--- config.mk ---
export PLATFORM = sky130hd
export DESIGN_NAME = gbi_mac
export DESIGN_NICKNAME = d
export VERILOG_FILES = /design/src/hdl/gbi_pkg.sv /design/src/hdl/gbi_mac.sv
export SDC_FILE = /design/constraint.sdc
export NUM_CORES = 1
export LEC_CHECK = 0
export BUFFER_PORTS_ARGS = -buffer_cell sky130_fd_sc_hd__buf_2
export CELL_PAD_IN_SITES_DETAIL_PLACEMENT = 1
export CELL_PAD_IN_SITES_GLOBAL_PLACEMENT = 1
export CORE_MARGIN = 1.5
export CORE_UTILIZATION = 48
export CTS_BUF_LIST = sky130_fd_sc_hd__clkbuf_16
export DETAILED_ROUTE_END_ITERATION = 10
export GPL_TIMING_DRIVEN = 0
export HOLD_SLACK_MARGIN = 0.15
export PLACE_DENSITY_LB_ADDON = 0.1
export SLEW_MARGIN = 5
export SYNTH_ARGS = -nofsm -noshare
export SYNTH_HDL_FRONTEND = slang
export SYNTH_SLANG_ARGS = --single-unit
--- constraint.sdc ---
create_clock -name clk -period 9.01 [get_ports clk]
set_input_delay 1.3515 -clock clk [delete_from_list [all_inputs] [get_ports clk]]
set_output_delay 1.3515 -clock clk [all_outputs]
set_load 0.05 [all_outputs]
--- src/hdl/gbi_pkg.sv ---
// ----------------------------------------------------------------------------
// gbi_pkg
// Shared sizes, codes and helpers for the 2x grid boundary interpolator.
// ----------------------------------------------------------------------------
package gbi_pkg;

  localparam int MAX_J       = 32;
  localparam int MAX_K       = 32;
  localparam int MAX_VARS    = 8;
  localparam int NLAYERS     = 3;
  localparam int STORE_DEPTH = MAX_J * MAX_K * NLAYERS * MAX_VARS;
  localparam int ADDR_W      = $clog2(STORE_DEPTH);
  localparam int JW          = $clog2(MAX_J);
  localparam int KW          = $clog2(MAX_K);
  localparam int VW          = (MAX_VARS > 1) ? $clog2(MAX_VARS) : 1;
  localparam int ROW_W       = $clog2(MAX_VARS * NLAYERS + 1);

  localparam int DATA_W      = 32;
  localparam int COEF_W      = 5;
  localparam int ACC_W       = 40;
  localparam int CFG_IDX_W   = 4;
  localparam int CFG_DATA_W  = 8;

  localparam logic CMD_LOAD  = 1'b0;
  localparam logic CMD_QUERY = 1'b1;

  localparam logic [1:0] ST_LOAD  = 2'd0;
  localparam logic [1:0] ST_VALID = 2'd1;
  localparam logic [1:0] ST_RANGE = 2'd2;

  localparam logic [CFG_IDX_W-1:0] REG_START_J = 4'd0;
  localparam logic [CFG_IDX_W-1:0] REG_START_K = 4'd1;
  localparam logic [CFG_IDX_W-1:0] REG_END_J   = 4'd2;
  localparam logic [CFG_IDX_W-1:0] REG_END_K   = 4'd3;
  localparam logic [CFG_IDX_W-1:0] REG_CSIZE_J = 4'd4;
  localparam logic [CFG_IDX_W-1:0] REG_CSIZE_K = 4'd5;
  localparam logic [CFG_IDX_W-1:0] REG_FSIZE_J = 4'd6;
  localparam logic [CFG_IDX_W-1:0] REG_FSIZE_K = 4'd7;

  // controls for the shared multiply-accumulate unit
  typedef struct packed {
    logic              clr;
    logic              add_inner;
    logic              add_outer;
    logic [COEF_W-1:0] coef;
  } mac_ctrl_t;

  // blend weight of one read: tap weight 9/3/3/1, middle layer scaled by 3
  function automatic logic [COEF_W-1:0] tap_coef(input logic [3:0] step);
    logic [COEF_W-1:0] w;
    begin
      case (step[1:0])
        2'd0:    w = 5'd9;
        2'd1:    w = 5'd3;
        2'd2:    w = 5'd3;
        default: w = 5'd1;
      endcase
      if (step[3:2] == 2'd1) begin
        tap_coef = w * 5'd3;
      end else begin
        tap_coef = w;
      end
    end
  endfunction

  // store address from zero-based j, k, layer and variable
  function automatic logic [ADDR_W-1:0] store_addr(input logic [JW-1:0] j0,
                                                   input logic [KW-1:0] k0,
                                                   input logic [1:0]    lyr0,
                                                   input logic [VW-1:0] var0);
    logic [ROW_W-1:0] row;
    begin
      row = ROW_W'(var0) * ROW_W'(NLAYERS) + ROW_W'(lyr0);
      store_addr = ADDR_W'(row) * ADDR_W'(MAX_J * MAX_K)
                 + ADDR_W'(k0) * ADDR_W'(MAX_J) + ADDR_W'(j0);
    end
  endfunction

endpackage

--- src/hdl/gbi_mac.sv ---
// ----------------------------------------------------------------------------
// gbi_mac
// Shared multiply-accumulate unit with round-to-nearest output stage.
// ----------------------------------------------------------------------------
module gbi_mac (
  input  logic                                clk,
  input  gbi_pkg::mac_ctrl_t                  ctrl,
  input  logic signed [gbi_pkg::DATA_W-1:0]   data,
  output logic signed [gbi_pkg::DATA_W-1:0]   round_inner,
  output logic signed [gbi_pkg::DATA_W-1:0]   round_outer
);
  import gbi_pkg::*;

  localparam int PROD_W = DATA_W + COEF_W + 1;
  localparam int RES_W  = ACC_W - 6;

  logic signed [PROD_W-1:0] prod;
  logic signed [ACC_W-1:0]  prod_ext;
  logic signed [ACC_W-1:0]  acc_inner;
  logic signed [ACC_W-1:0]  acc_outer;

  assign prod     = data * $signed({1'b0, ctrl.coef});
  assign prod_ext = ACC_W'(prod);

  always_ff @(posedge clk) begin
    if (ctrl.clr) begin
      acc_inner <= '0;
      acc_outer <= '0;
    end else begin
      if (ctrl.add_inner) begin
        acc_inner <= acc_inner + prod_ext;
      end
      if (ctrl.add_outer) begin
        acc_outer <= acc_outer + prod_ext;
      end
    end
  end

  // acc is 64x the result: add half, shift, saturate
  function automatic logic signed [DATA_W-1:0] rnd(input logic signed [ACC_W-1:0] a);
    logic signed [ACC_W-1:0] s;
    logic signed [RES_W-1:0] r;
    begin
      s = a + ACC_W'(32);
      r = RES_W'(s >>> 6);
      if (r > RES_W'(64'sd2147483647)) begin
        rnd = 32'sh7fffffff;
      end else if (r < -RES_W'(64'sd2147483648)) begin
        rnd = 32'sh80000000;
      end else begin
        rnd = r[DATA_W-1:0];
      end
    end
  endfunction

  assign round_inner = rnd(acc_inner);
  assign round_outer = rnd(acc_outer);

endmodule

==> impl_metrics.json <==
{
  "syn_avg_cell_area_um2": 7.823,
  "h-tree-depth": 3,
  "setup_violations": 0,
  "crit_family": "compound AO/OA/AOI/OAI gates",
  "io_pins": 105,
  "rows": 64,
  "skew_ps": 11.98,
  "antenna_found_initial": 0,
  "drcViolationCount": 10,
  "synthFlopType": "dfxtp_1",
  "vias": 14162,
  "hp-class": "reg -> reg",
  "cts.reportedPaths.clkPinSlew_ps": 60,
  "reg2regPathDepth": 11,
  "required_ps": 9270,
  "wl_um": 47090,
  "core_um2": 30750,
  "crit_arrival_ps": 8900,
  "worstMarginPinSlew_ps": 972.9,
  "layout_setup_ws_ps": 365.3,
  "synthCells": 1929,
  "ys_ff_latch": 80,
  "yosysWarnings": 0,
  "die_y_um": 180.3,
  "port_buffers": 102,
  "cts_sinks": 80,
  "n_fill_cell": 3903,
  "vias_per_cell": 5.797,
  "grt_max_degree": 14,
  "timing.final.crit_share_pct": 95.95,
  "cp.depth": 29,
  "place.gp.congestion": 0.9411,
  "synth_fp_nets": 2226,
  "worstSkewPairLatency_ps": 370,
  "fin_crit_ps": 8645,
  "dpl_worst_slack_ps": -714.3,
  "cts_resized": 4,
  "critPathBufInv": 6,
  "violations": "DRC",
  "wl_per_cell_um": 19.28,
  "die_area_um2": 32510,
  "cts-root-buf": "clkbuf_16",
  "yosysUniqueCellTypes": 87,
  "slowest_delay_ps": 530,
  "yosysSeqAreaShare_pct": 10.61,
  "hold_path_depth": 2,
  "crit_top_cell": "fa_1",
  "fin_nets": 2339,
  "cp_max_fo": 10,
  "grt_overflow": 0,
  "mostFrequentLayoutCell": "inv_1",
  "slowest_stage": "fa_1",
  "mostFrequentLayoutCells": "195 x inv_1, 159 x and2_1, 157 x ha_1, 143 x nor2_1, 118 x a21oi_1",
  "clock.fmax_mhz": 115.7,
  "cts_setup_buffers": 0,
  "max_cap_violations": 0,
  "drtAntennaViolNets": 0,
  "critPathKind": "in -> reg",
  "relSlewSlack_pct": 35.14,
  "start_util_pct": 49.08,
  "drv_slew": 0,
  "clockBufferDepth": 2,
  "firstDrtPassIters": 10,
  "drt_iter0_markers": 808,
  "status": "finished with violations",
  "cp-start-kind": "input port",
  "drive_gt1_share_pct": 9.526,
  "area_delta_synth_final_pct": 9.054,
  "hold_buffers": 0,
  "synth-async-reset-ratio_pct": 0,
  "hold_viol": 0,
  "synth_edf_count": 0,
  "diodes": 0,
  "die_x_um": 180.3,
  "grt_pass1_wl_um": 76580,
  "grt_pass1_vias": 14689,
  "synth_area_um2": 15090,
  "endpoint_kind": "flip-flop",
  "hpwl_um": 39930,
  "cts_buffers": 9,
  "track_usage_pct": 29.19,
  "cts_tree": "yes"
}
## metal layers
metal,vias to the layer above,part of all wire (%),global-route usage [%]
met1,6961,47,38.36
met2,238,48,51.33
li1,6907,-,-
met4,0,2.2,8.403
met5,-,0,0
met3,56,2.5,2.122
## per-stage QoR
step / TNS (ps) / hold WS, ps / cells / util [%] / instance area (um^2)
floorplan: 0 / 467.1 / 1929 / - / 15090
global placement: -593.4 / 479.2 / 2427 / 52.35 / 16100
detailed placement: -1576 / 490.5 / 2427 / 52.35 / 16100
CTS: 0 / 498.8 / 2443 / 53.43 / 16430
global route: -23.02 / 519.1 / 2443 / 53.52 / 16460
finish: 0 / 497.4 / 2443 / 53.52 / 16460
## cell usage after synthesis, types with 4 or more instances
library cell / number / area (um^2)
nor3_1: 33 / 165.2
o311ai_0: 4 / 35.03
o2111ai_1: 5 / 43.79
o21a_1: 19 / 142.6
o31ai_1: 11 / 82.58
clkbuf_1: 61 / 229.0
nand4b_1: 4 / 35.03
nand2_1: 111 / 416.7
ha_1: 157 / 1964
xor2_1: 72 / 630.6
nand2b_1: 18 / 112.6
or3_1: 9 / 56.30
a21o_1: 77 / 578.1
and3_1: 28 / 175.2
o21bai_1: 17 / 127.6
nand4_1: 24 / 150.1
o211ai_1: 13 / 97.59
a21oi_1: 118 / 590.6
a31oi_1: 7 / 43.79
a211o_1: 7 / 61.31
mux2i_1: 51 / 510.5
nor4_1: 8 / 50.05
o21ai_0: 67 / 335.3
o221ai_1: 10 / 87.58
nand3_1: 62 / 310.3
dfxtp_1: 80 / 1602
and4_1: 11 / 96.34
inv_1: 195 / 732.0
o21ai_2: 31 / 271.5
buf_1: 4 / 15.01
o21ai_1: 9 / 45.04
fa_1: 99 / 1982
o311a_1: 4 / 40.04
nor2b_1: 13 / 81.33
nor3b_1: 11 / 82.58
o22ai_1: 7 / 43.79
a21boi_0: 4 / 30.03
buf_2: 10 / 50.05
and2_1: 159 / 994.7
a211oi_1: 15 / 112.6
nor2_1: 143 / 536.8
xnor2_1: 74 / 648.1
## path summary, 6_finish.rpt
check	start	slack, ps	to
hold reg to reg	acc_outer[2]	500	acc_outer[2]
hold / removal	acc_outer[2]	500	acc_outer[2]
setup / recovery	ctrl[1]	370	acc_inner[39]
setup reg to reg	acc_outer[0]	5600	acc_outer[32]
## worst register-to-register path, delay by kind of cell, from the launching register on
kind                     cells  cell delay [ps]
AO/OA/AOI/OAI                7             1860
adder cells (fa/ha/maj)      2              670
AND/OR/NAND/NOR              1              150
multiplexers                 1              230
flip-flops                   1              320
## registers in the layout, indices dropped and copies added (netlist names)
| name | count |
|---|---|
| acc_inner | 40 |
| acc_outer | 40 |
## kinds of logic (layout without fill, tap and decap cells)
group	Yosys count	in the layout	share of synthesized area [%]
and+or+nand+nor	655	655	23.02
AOI/OAI and AO/OA	466	466	21.14
buffers and inverters	274	392	7.147
adders and majority gates	256	256	26.15
xor gates and xnor gates	146	146	8.474
DFF	80	80	10.61
muxes	52	52	3.457
## final cells by class
cell class,count,area (um^2),share of cell area [%]
well taps,396,495.5,3.011
flip-flops and latches,80,1602,9.732
multi-input cells,1575,12450,75.67
clock inverters,7,86.33,0.5246
repair buffers,102,510.5,3.102
clock buffers,9,225.2,1.369
plain buffers,79,352.8,2.144
inverters,195,732.0,4.448
Power is left out: the tool's default activity adds up to more than one toggle a clock period on the data nets, which glitch-free logic cannot reach.
